`src/design/rrop_pkg.sv`:
```
`timescale 1ns / 1ps
// ----------------------------------------------------------------------------
// rrop_pkg
// Shared types and constants for the rounded rectangle outline vertex pipeline.
// ----------------------------------------------------------------------------
package rrop_pkg;

  // coordinate and field widths (4 fraction bits throughout)
  localparam int COORD_W   = 16;
  localparam int OUT_W     = 17;
  localparam int IDX_W     = 8;
  localparam int STEP_W    = 6;
  localparam int CFG_IDX_W = 3;
  localparam int CALC_W    = 19;
  localparam int SQ_W      = 2 * COORD_W;
  localparam int ROOT_W    = COORD_W;

  // corner order along the outline
  typedef enum logic [1:0] {
    CORNER_TR,
    CORNER_BR,
    CORNER_BL,
    CORNER_TL
  } corner_t;

  // configuration register indexes
  typedef enum logic [CFG_IDX_W-1:0] {
    CFG_ORIGIN_X = 3'd0,
    CFG_ORIGIN_Y = 3'd1,
    CFG_RECT_W   = 3'd2,
    CFG_RECT_H   = 3'd3,
    CFG_RADIUS   = 3'd4
  } cfg_reg_t;

  // shape geometry held in configuration registers
  typedef struct packed {
    logic [COORD_W-1:0] origin_x;
    logic [COORD_W-1:0] origin_y;
    logic [COORD_W-1:0] rect_width;
    logic [COORD_W-1:0] rect_height;
    logic [COORD_W-1:0] corner_radius;
  } cfg_t;

  // per-request data that rides alongside the root computation
  typedef struct packed {
    corner_t            corner;
    logic [COORD_W-1:0] step_ofs;
  } side_t;

endpackage

```
`src/design/rounded_rect_outline_points_core.sv`:
```
`timescale 1ns / 1ps
// ----------------------------------------------------------------------------
// rounded_rect_outline_points_core
// Rounded rectangle outline vertex generator, one vertex per request.
// ----------------------------------------------------------------------------
// Takes one vertex request per clock while in_stall is low: 5 stages
// compute the step offset and the radicand, 8 stages resolve the square
// root two bits per stage and one stage places and registers the vertex.
// The corner arc radius and the rectangle geometry come from the
// configuration registers, which should be written only while no request
// is in flight. Bits 7..6 of the index select the corner (top-right,
// bottom-right, bottom-left, top-left), bits 5..0 the arc step; steps past
// the last arc sample return the last sample. Stalls fill empty pipeline
// slots first, so input stalls only once every stage holds a request.
module rounded_rect_outline_points_core
  import rrop_pkg::*;
#(
  parameter int ARC_STEPS = 64
) (
  input  logic                 clk,
  input  logic                 rst_n,
  input  logic                 cfg_wr_en,
  input  logic [CFG_IDX_W-1:0] cfg_index,
  input  logic [COORD_W-1:0]   cfg_wdata,
  input  logic                 in_valid,
  output logic                 in_stall,
  input  logic [IDX_W-1:0]     in_point_index,
  output logic                 out_valid,
  input  logic                 out_stall,
  output logic [OUT_W-1:0]     out_point_x,
  output logic [OUT_W-1:0]     out_point_y
);

  cfg_t              cfg_r;
  logic              arc_rdy, sqrt_rdy, coord_rdy;
  logic              arc_valid, sqrt_valid;
  logic [SQ_W-1:0]   arc_diff;
  side_t             arc_side, sqrt_side;
  logic [ROOT_W-1:0] sqrt_root;

  // configuration registers; unknown indexes are ignored
  always_ff @(posedge clk) begin
    if (!rst_n) begin
      cfg_r <= '0;
    end else if (cfg_wr_en) begin
      case (cfg_index)
        CFG_ORIGIN_X: cfg_r.origin_x      <= cfg_wdata;
        CFG_ORIGIN_Y: cfg_r.origin_y      <= cfg_wdata;
        CFG_RECT_W:   cfg_r.rect_width    <= cfg_wdata;
        CFG_RECT_H:   cfg_r.rect_height   <= cfg_wdata;
        CFG_RADIUS:   cfg_r.corner_radius <= cfg_wdata;
        default: ;
      endcase
    end
  end

  assign in_stall = !arc_rdy;

  rrop_arc_offset #(
    .ARC_STEPS(ARC_STEPS)
  ) u_arc (
    .clk           (clk),
    .rst_n         (rst_n),
    .cfg           (cfg_r),
    .in_valid      (in_valid),
    .in_point_index(in_point_index),
    .up_rdy        (arc_rdy),
    .out_valid     (arc_valid),
    .out_diff      (arc_diff),
    .out_side      (arc_side),
    .dn_rdy        (sqrt_rdy)
  );

  rrop_sqrt_pipe u_sqrt (
    .clk      (clk),
    .rst_n    (rst_n),
    .in_valid (arc_valid),
    .in_rad   (arc_diff),
    .in_side  (arc_side),
    .up_rdy   (sqrt_rdy),
    .out_valid(sqrt_valid),
    .out_root (sqrt_root),
    .out_side (sqrt_side),
    .dn_rdy   (coord_rdy)
  );

  rrop_coord u_coord (
    .clk        (clk),
    .rst_n      (rst_n),
    .cfg        (cfg_r),
    .in_valid   (sqrt_valid),
    .in_root    (sqrt_root),
    .in_side    (sqrt_side),
    .up_rdy     (coord_rdy),
    .out_valid  (out_valid),
    .out_point_x(out_point_x),
    .out_point_y(out_point_y),
    .out_stall  (out_stall)
  );

endmodule

```
`src/design/rrop_arc_offset.sv`:
```
`timescale 1ns / 1ps
// ----------------------------------------------------------------------------
// rrop_arc_offset
// Five-stage front end: arc step, step offset r*(k+1)/ARC_STEPS through a
// reciprocal multiply, the two squares and their difference r^2 - s^2.
// ----------------------------------------------------------------------------
module rrop_arc_offset
  import rrop_pkg::*;
#(
  parameter int ARC_STEPS = 64
) (
  input  logic             clk,
  input  logic             rst_n,
  input  cfg_t             cfg,
  input  logic             in_valid,
  input  logic [IDX_W-1:0] in_point_index,
  output logic             up_rdy,
  output logic             out_valid,
  output logic [SQ_W-1:0]  out_diff,
  output side_t            out_side,
  input  logic             dn_rdy
);

  localparam int K1_W      = STEP_W + 1;
  localparam int P_W       = COORD_W + K1_W;
  localparam int DIV_SHIFT = P_W + $clog2(ARC_STEPS);
  localparam int RECIP_W   = P_W + 1;
  localparam int QP_W      = P_W + RECIP_W;
  localparam logic [63:0] RECIP_FULL =
    ((64'd1 << DIV_SHIFT) + 64'(ARC_STEPS) - 64'd1) / 64'(ARC_STEPS);
  localparam logic [RECIP_W-1:0] RECIP = RECIP_W'(RECIP_FULL);

  logic                v0_r, v1_r, v2_r, v3_r, v4_r;
  logic                en0, en1, en2, en3, en4;
  logic [K1_W-1:0]     k1_r, k1_nxt;
  corner_t             corner0_r, corner1_r, corner2_r;
  logic [P_W-1:0]      prod_r, prod_nxt;
  logic [COORD_W-1:0]  s2_r, s2_nxt;
  logic [QP_W-1:0]     qprod;
  logic [SQ_W-1:0]     s_sq_r, s_sq_nxt, r_sq_r, r_sq_nxt;
  side_t               side3_r, side4_r;
  logic [SQ_W-1:0]     diff_r, diff_nxt;
  logic [STEP_W-1:0]   k;
  logic                k_sat;

  // a stage moves when it is empty or the one after it moves
  assign en4    = !v4_r || dn_rdy;
  assign en3    = !v3_r || en4;
  assign en2    = !v2_r || en3;
  assign en1    = !v1_r || en2;
  assign en0    = !v0_r || en1;
  assign up_rdy = en0;

  // arc step saturates at the last sample
  assign k      = in_point_index[STEP_W-1:0];
  assign k_sat  = (32'(k) >= 32'(ARC_STEPS - 1));
  assign k1_nxt = k_sat ? K1_W'(ARC_STEPS) : (K1_W'(k) + K1_W'(1));

  // radius times step count
  assign prod_nxt = P_W'(cfg.corner_radius) * P_W'(k1_r);

  // exact floor division by ARC_STEPS through a rounded-up reciprocal
  assign qprod  = QP_W'(prod_r) * QP_W'(RECIP);
  assign s2_nxt = qprod[DIV_SHIFT +: COORD_W];

  // squares of step offset and radius
  assign s_sq_nxt = SQ_W'(s2_r) * SQ_W'(s2_r);
  assign r_sq_nxt = SQ_W'(cfg.corner_radius) * SQ_W'(cfg.corner_radius);

  // radicand, never negative since s <= r
  assign diff_nxt = r_sq_r - s_sq_r;

  // valid bits
  always_ff @(posedge clk) begin
    if (!rst_n) begin
      v0_r <= 1'b0;
      v1_r <= 1'b0;
      v2_r <= 1'b0;
      v3_r <= 1'b0;
      v4_r <= 1'b0;
    end else begin
      if (en0) v0_r <= in_valid;
      if (en1) v1_r <= v0_r;
      if (en2) v2_r <= v1_r;
      if (en3) v3_r <= v2_r;
      if (en4) v4_r <= v3_r;
    end
  end

  // stage payloads
  always_ff @(posedge clk) begin
    if (en0 && in_valid) begin
      k1_r      <= k1_nxt;
      corner0_r <= corner_t'(in_point_index[IDX_W-1 -: 2]);
    end
    if (en1 && v0_r) begin
      prod_r    <= prod_nxt;
      corner1_r <= corner0_r;
    end
    if (en2 && v1_r) begin
      s2_r      <= s2_nxt;
      corner2_r <= corner1_r;
    end
    if (en3 && v2_r) begin
      s_sq_r           <= s_sq_nxt;
      r_sq_r           <= r_sq_nxt;
      side3_r.corner   <= corner2_r;
      side3_r.step_ofs <= s2_r;
    end
    if (en4 && v3_r) begin
      diff_r  <= diff_nxt;
      side4_r <= side3_r;
    end
  end

  assign out_valid = v4_r;
  assign out_diff  = diff_r;
  assign out_side  = side4_r;

endmodule

```
`src/design/rrop_sqrt_pipe.sv`:
```
`timescale 1ns / 1ps
// ----------------------------------------------------------------------------
// rrop_sqrt_pipe
// Pipelined restoring integer square root, two result bits per stage.
// ----------------------------------------------------------------------------
module rrop_sqrt_pipe
  import rrop_pkg::*;
(
  input  logic              clk,
  input  logic              rst_n,
  input  logic              in_valid,
  input  logic [SQ_W-1:0]   in_rad,
  input  side_t             in_side,
  output logic              up_rdy,
  output logic              out_valid,
  output logic [ROOT_W-1:0] out_root,
  output side_t             out_side,
  input  logic              dn_rdy
);

  localparam int DIGITS = 2;
  localparam int STAGES = ROOT_W / DIGITS;
  localparam int REM_W  = ROOT_W + 4;

  typedef struct packed {
    logic [SQ_W-1:0]   rad;
    logic [REM_W-1:0]  rem;
    logic [ROOT_W-1:0] root;
  } sqrt_st_t;

  // one result bit: bring down two radicand bits, try to subtract 4*root+1
  function automatic sqrt_st_t sqrt_step(input sqrt_st_t a);
    sqrt_st_t         b;
    logic [REM_W-1:0] acc;
    logic [REM_W-1:0] trial;
    acc   = {a.rem[REM_W-3:0], a.rad[SQ_W-1 -: 2]};
    trial = {{(REM_W-ROOT_W-2){1'b0}}, a.root, 2'b01};
    b.rad = {a.rad[SQ_W-3:0], 2'b00};
    if (acc >= trial) begin
      b.rem  = acc - trial;
      b.root = {a.root[ROOT_W-2:0], 1'b1};
    end else begin
      b.rem  = acc;
      b.root = {a.root[ROOT_W-2:0], 1'b0};
    end
    return b;
  endfunction

  logic     v_r [STAGES];
  sqrt_st_t st_r [STAGES];
  side_t    side_r [STAGES];
  logic     en [STAGES];
  logic     vin [STAGES];
  sqrt_st_t src [STAGES];
  sqrt_st_t res [STAGES];
  side_t    side_in [STAGES];

  // stall chain from the last stage back to the first
  always_comb begin
    for (int j = STAGES - 1; j >= 0; j--) begin
      if (j == STAGES - 1) begin
        en[j] = !v_r[j] || dn_rdy;
      end else begin
        en[j] = !v_r[j] || en[j+1];
      end
    end
  end

  // stage inputs and the two digit steps of each stage
  always_comb begin
    for (int j = 0; j < STAGES; j++) begin
      if (j == 0) begin
        src[j].rad  = in_rad;
        src[j].rem  = '0;
        src[j].root = '0;
        vin[j]      = in_valid;
        side_in[j]  = in_side;
      end else begin
        src[j]     = st_r[j-1];
        vin[j]     = v_r[j-1];
        side_in[j] = side_r[j-1];
      end
      res[j] = src[j];
      for (int d = 0; d < DIGITS; d++) begin
        res[j] = sqrt_step(res[j]);
      end
    end
  end

  // valid bits
  always_ff @(posedge clk) begin
    if (!rst_n) begin
      for (int j = 0; j < STAGES; j++) begin
        v_r[j] <= 1'b0;
      end
    end else begin
      for (int j = 0; j < STAGES; j++) begin
        if (en[j]) v_r[j] <= vin[j];
      end
    end
  end

  // stage payloads
  always_ff @(posedge clk) begin
    for (int j = 0; j < STAGES; j++) begin
      if (en[j] && vin[j]) begin
        st_r[j]   <= res[j];
        side_r[j] <= side_in[j];
      end
    end
  end

  assign up_rdy    = en[0];
  assign out_valid = v_r[STAGES-1];
  assign out_root  = st_r[STAGES-1].root;
  assign out_side  = side_r[STAGES-1];

endmodule

```
`src/design/rrop_coord.sv`:
```
`timescale 1ns / 1ps
// ----------------------------------------------------------------------------
// rrop_coord
// Places the two arc offsets at the selected corner, clamps below zero and
// holds the vertex in the output register.
// ----------------------------------------------------------------------------
module rrop_coord
  import rrop_pkg::*;
(
  input  logic              clk,
  input  logic              rst_n,
  input  cfg_t              cfg,
  input  logic              in_valid,
  input  logic [ROOT_W-1:0] in_root,
  input  side_t             in_side,
  output logic              up_rdy,
  output logic              out_valid,
  output logic [OUT_W-1:0]  out_point_x,
  output logic [OUT_W-1:0]  out_point_y,
  input  logic              out_stall
);

  // negative sums go to zero; the upper end cannot be exceeded
  function automatic logic [OUT_W-1:0] clamp_coord(input logic signed [CALC_W-1:0] v);
    logic [OUT_W-1:0] res;
    if (v < 0) begin
      res = '0;
    end else begin
      res = v[OUT_W-1:0];
    end
    return res;
  endfunction

  logic                     out_valid_r;
  logic [OUT_W-1:0]         px_r, py_r;
  logic signed [CALC_W-1:0] ox, oy, rgt, bot, rad, s, c, px, py;

  assign ox  = $signed(CALC_W'(cfg.origin_x));
  assign oy  = $signed(CALC_W'(cfg.origin_y));
  assign rgt = ox + $signed(CALC_W'(cfg.rect_width));
  assign bot = oy + $signed(CALC_W'(cfg.rect_height));
  assign rad = $signed(CALC_W'(cfg.corner_radius));
  assign s   = $signed(CALC_W'(in_side.step_ofs));
  assign c   = $signed(CALC_W'(in_root));

  // corner placement
  always_comb begin
    case (in_side.corner)
      CORNER_TR: begin
        px = rgt - rad + s;
        py = oy + rad - c;
      end
      CORNER_BR: begin
        px = rgt - rad + c;
        py = bot - rad + s;
      end
      CORNER_BL: begin
        px = ox + rad - s;
        py = bot - rad + c;
      end
      default: begin
        px = ox + rad - c;
        py = oy + rad - s;
      end
    endcase
  end

  assign up_rdy = !out_valid_r || !out_stall;

  always_ff @(posedge clk) begin
    if (!rst_n) begin
      out_valid_r <= 1'b0;
    end else if (up_rdy) begin
      out_valid_r <= in_valid;
    end
  end

  // output register
  always_ff @(posedge clk) begin
    if (up_rdy && in_valid) begin
      px_r <= clamp_coord(px);
      py_r <= clamp_coord(py);
    end
  end

  assign out_valid   = out_valid_r;
  assign out_point_x = px_r;
  assign out_point_y = py_r;

endmodule

```
`config.mk`:
```
export PLATFORM = sky130hd
export DESIGN_NAME = rounded_rect_outline_points_core
export DESIGN_NICKNAME = d
export VERILOG_FILES = /design/src/design/rrop_pkg.sv /design/src/design/rounded_rect_outline_points_core.sv /design/src/design/rrop_arc_offset.sv /design/src/design/rrop_sqrt_pipe.sv /design/src/design/rrop_coord.sv
export SDC_FILE = /design/constraint.sdc
export NUM_CORES = 2
export LEC_CHECK = 0
export BUFFER_PORTS_ARGS = -buffer_cell sky130_fd_sc_hd__buf_2
export CORE_AREA = 2 2 306 308
export CTS_BUF_LIST = sky130_fd_sc_hd__clkbuf_16
export CTS_CLUSTER_SIZE = 12
export DETAILED_ROUTE_END_ITERATION = 6
export DIE_AREA = 0 0 308 310
export PLACE_DENSITY = 0.84
export SLEW_MARGIN = 20
export SYNTH_ARGS = -nofsm -noshare
export SYNTH_HDL_FRONTEND = slang
export SYNTH_SLANG_ARGS = --single-unit
```
`constraint.sdc`:
```
create_clock -name clk -period 21.8 [get_ports clk]
set_input_delay 4.36 -clock clk [delete_from_list [all_inputs] [get_ports clk]]
set_output_delay 4.36 -clock clk [all_outputs]
set_load 0.01 [all_outputs]
```
==> flow_metrics.tcl <==
set metrics [dict create \
    outcome "finished clean" \
    worstSetupEndpointType "output pin" \
    max_slew_margin 0.265 \
    r2r_cells 27 \
    grt_antenna_before_repair 1 \
    netlist_area_um2 59500 \
    worst-path-max-fanout 5 \
    finalHoldViolCount 0 \
    dieArea_um2 95500 \
    min_from "u_sqrt.side_r[1][53]$_DFFE_PP_" \
    drt-total-wl_mm 138 \
    start_kind "input port" \
    holdCritPathClass "reg -> reg" \
    ant_nets 0 \
    p_leak_nw 28.3 \
    yosysTopAreaCellShare 0.333 \
    wl_per_cell_um 19.3 \
    numCtsBuffers 80 \
    drt-initial-drc-count 3694 \
    first_pass_iters 6 \
    power.share.combinational 0.279 \
    slew_violations 0 \
    ir_worst_vdd_v 0.0000921 \
    fin_crit_sh 0.521 \
    grt_first_pass_wirelength_mm 223 \
    grt_max_degree 101 \
    synthTopCellsByCount "inv_1 (800), edfxtp_1 (661), nand2_1 (603)" \
    clk_pin_slew_ps 60 \
    fp.dieW_um 308 \
    max_cap_violations 0 \
    reg2reg_from "cfg_r[7]$_SDFFE_PN0P_" \
    cp.required_ps 17440 \
    min_path_cells 0 \
    io_pins 68 \
    clk_path_buf_depth 3 \
    drc 0 \
    p_per_area_nw_per_um2 63.6 \
    ctsHoldBuffers 0 \
    core_um2 92500 \
    total_power_mw 4.05 \
    yosysWarnings 0 \
    grt_usage 0.294 \
    tightest_slew_ps 1100 \
    nets 6926 \
    finalWeightedCongestion 0.924 \
    switching_power_mw 1.26 \
    power_frac_clock 0.318 \
    ff2ff_setup_slack_ps 14300 \
    synthCells 5854 \
    area_delta_synth_final_pct 7.05 \
    ctsResizeCount 0 \
    ys_seq_area_frac 0.363 \
    clk_latency_ps 680 \
    finalCriticalPeriod_ps 11360 \
    fin_setup_tns_ps 0 \
    ys_types 93 \
    routed-via-count 43145 \
    p_int_mw 2.79 \
    final_layout_size_suffix_gt1_frac 0.0568 \
    async_flop_share 0 \
    design_area_um2 63700 \
    cts_root_buf "clkbuf_16" \
    rsz0062_at_grt "no" \
    cts_setup_buffers 0 \
    hold_end "u_sqrt.side_r[1][71]$_DFFE_PP_" \
    fp-row-count 112 \
    synth_edf_count 661 \
    h-tree-depth 3 \
    fmax_ghz 0.0880 \
    pwr-share-seq 0.404 \
    yosysTopAreaCell "edfxtp_1" \
    n_antenna_cell 0 \
    die_h_um 310 \
    synth-main-ff-cell "edfxtp_1" \
    synth_area_leaders "edfxtp_1 (33%), fa_1 (14%), ha_1 (12%)" \
    overflow 0 \
    setup-violations-final 0 \
    arrival_ps 7000 \
    critPathKind "in -> out" \
    dp_hpwl_mm 102 \
    hold_ws_ps 392 \
    dpl_cell_area_um2 61200 \
    grt_pass1_vias 43914 \
    syn_area_per_cell_um2 10.2 \
    cts_tree "yes" \
    synthMostInstantiatedCell "inv_1" \
    clkSinkCount 748 \
    r2r-end "u_arc.r_sq_r[31]$_DFFE_PP_" \
    synth-seq-cells 748 \
    fin_skew_ps 62.0 \
    initial_core_util 0.644 \
    io_buffers 67 \
    swShare 0.310 \
    via_per_inst 6.02 \
]
-- critical path, cell delays in order --
cell	delay, ps
buf_2	120
and3_1	240
and2_1	400
and3_1	400
nand2_1	140
nor2_1	320
and2_1	250
and3_1	360
and3_1	260
buf_2	150
-- stage by stage --
step,std cells,util,worst slack [ps]
floorplan,5855,-,11300
detailed placement,7027,0.662,10580
CTS,7163,0.689,10500
global route,7164,0.689,10280
finish,7164,0.689,10440
global placement,7027,0.662,10590
-- sequential cells by signal (all words and copies together) (netlist names), 2 cells and up --
signal and flops:
u_arc.out_side 18, u_arc.k1_r 7, u_arc.s_sq_r 30, u_arc.prod_r 16, u_arc.corner1_r 2, u_arc.out_diff 32
u_coord.out_point_y 17, u_sqrt.st_r 302, u_arc.side3_r 18, u_arc.r_sq_r 31, u_arc.corner2_r 2, cfg_r 80
u_sqrt.v_r 8, u_arc.s2_r 16, u_coord.out_point_x 17, u_arc.corner0_r 2, u_sqrt.side_r 144
-- metal layers --
layer  track usage  wire length, um
met3        0.0415            10200
met5             0               15
met4         0.123             5870
met1         0.359            53500
met2         0.523            68900
-- cell usage in the layout (no fill, tap or decap), types with 36 or more instances in the layout --
cell type  synthesis  final
o21ai_0          188    188
a21oi_1          314    314
mux2_2            55     55
nand2_1          603    603
a21boi_0          99     96
nor2b_1           69     62
nor2_1           370    368
ha_1             579    579
mux2i_1           36     36
xor2_1           122    122
buf_4              2     41
nand3_1          102    102
inv_1            800    820
buf_2              6     67
edfxtp_1         661    661
fa_1             402    402
and3_1            51     51
nand2b_1          44     44
a21o_1           120    120
xnor2_1          275    275
nor3_1            96     96
o21a_1            69     69
dfxtp_1           87     87
and2_1           119    118
clkbuf_16          0     81
-- kinds of logic (layout without fill, tap and decap cells) --
group	count (synthesis)	after routing	share of synthesized area
other	1	2	0.0000630
adder cells (fa/ha/maj)	981	981	0.257
multiplexers	93	93	0.0169
flip-flops	748	748	0.363
AND/OR/NAND/NOR	1616	1616	0.127
XOR/XNOR	397	397	0.0584
AO/OA/AOI/OAI	1078	1078	0.118
buffers and inverters	940	1052	0.0599
-- cell type report --
class,instances,area [um^2]
clock buffers,81,2030
clock inverters,55,437
fillers,6527,28800
inverters,807,3030
multi-input cells,4167,34500
flip-flops and latches,748,21600
well taps,1197,1500
repair buffers,109,671
-- worst max path at each step --
stage | slack [ps] | to | startpoint | cells after the start
floorplan | 11300 | u_sqrt.v_r[0][1]$_SDFFCE_PN0P_ | out_stall | 6
global placement | 10590 | in_stall | out_stall | 10
detailed placement | 10580 | in_stall | out_stall | 10
CTS | 10500 | in_stall | out_stall | 10
global route | 10280 | in_stall | out_stall | 10
finish | 10440 | in_stall | out_stall | 10
-- power by group through the flow --
stage / sequential (mW) / clock (mW) / combinational [mW]
after floorplan: 1.65 / 0 / 0.849
after global placement: 1.66 / 0 / 1.07
after detailed placement: 1.66 / 0 / 1.11
after CTS: 1.63 / 1.30 / 1.12
after global routing: 1.64 / 1.35 / 1.27
final: 1.64 / 1.29 / 1.13
No activity file was read; power rests on OpenSTA's default activity.
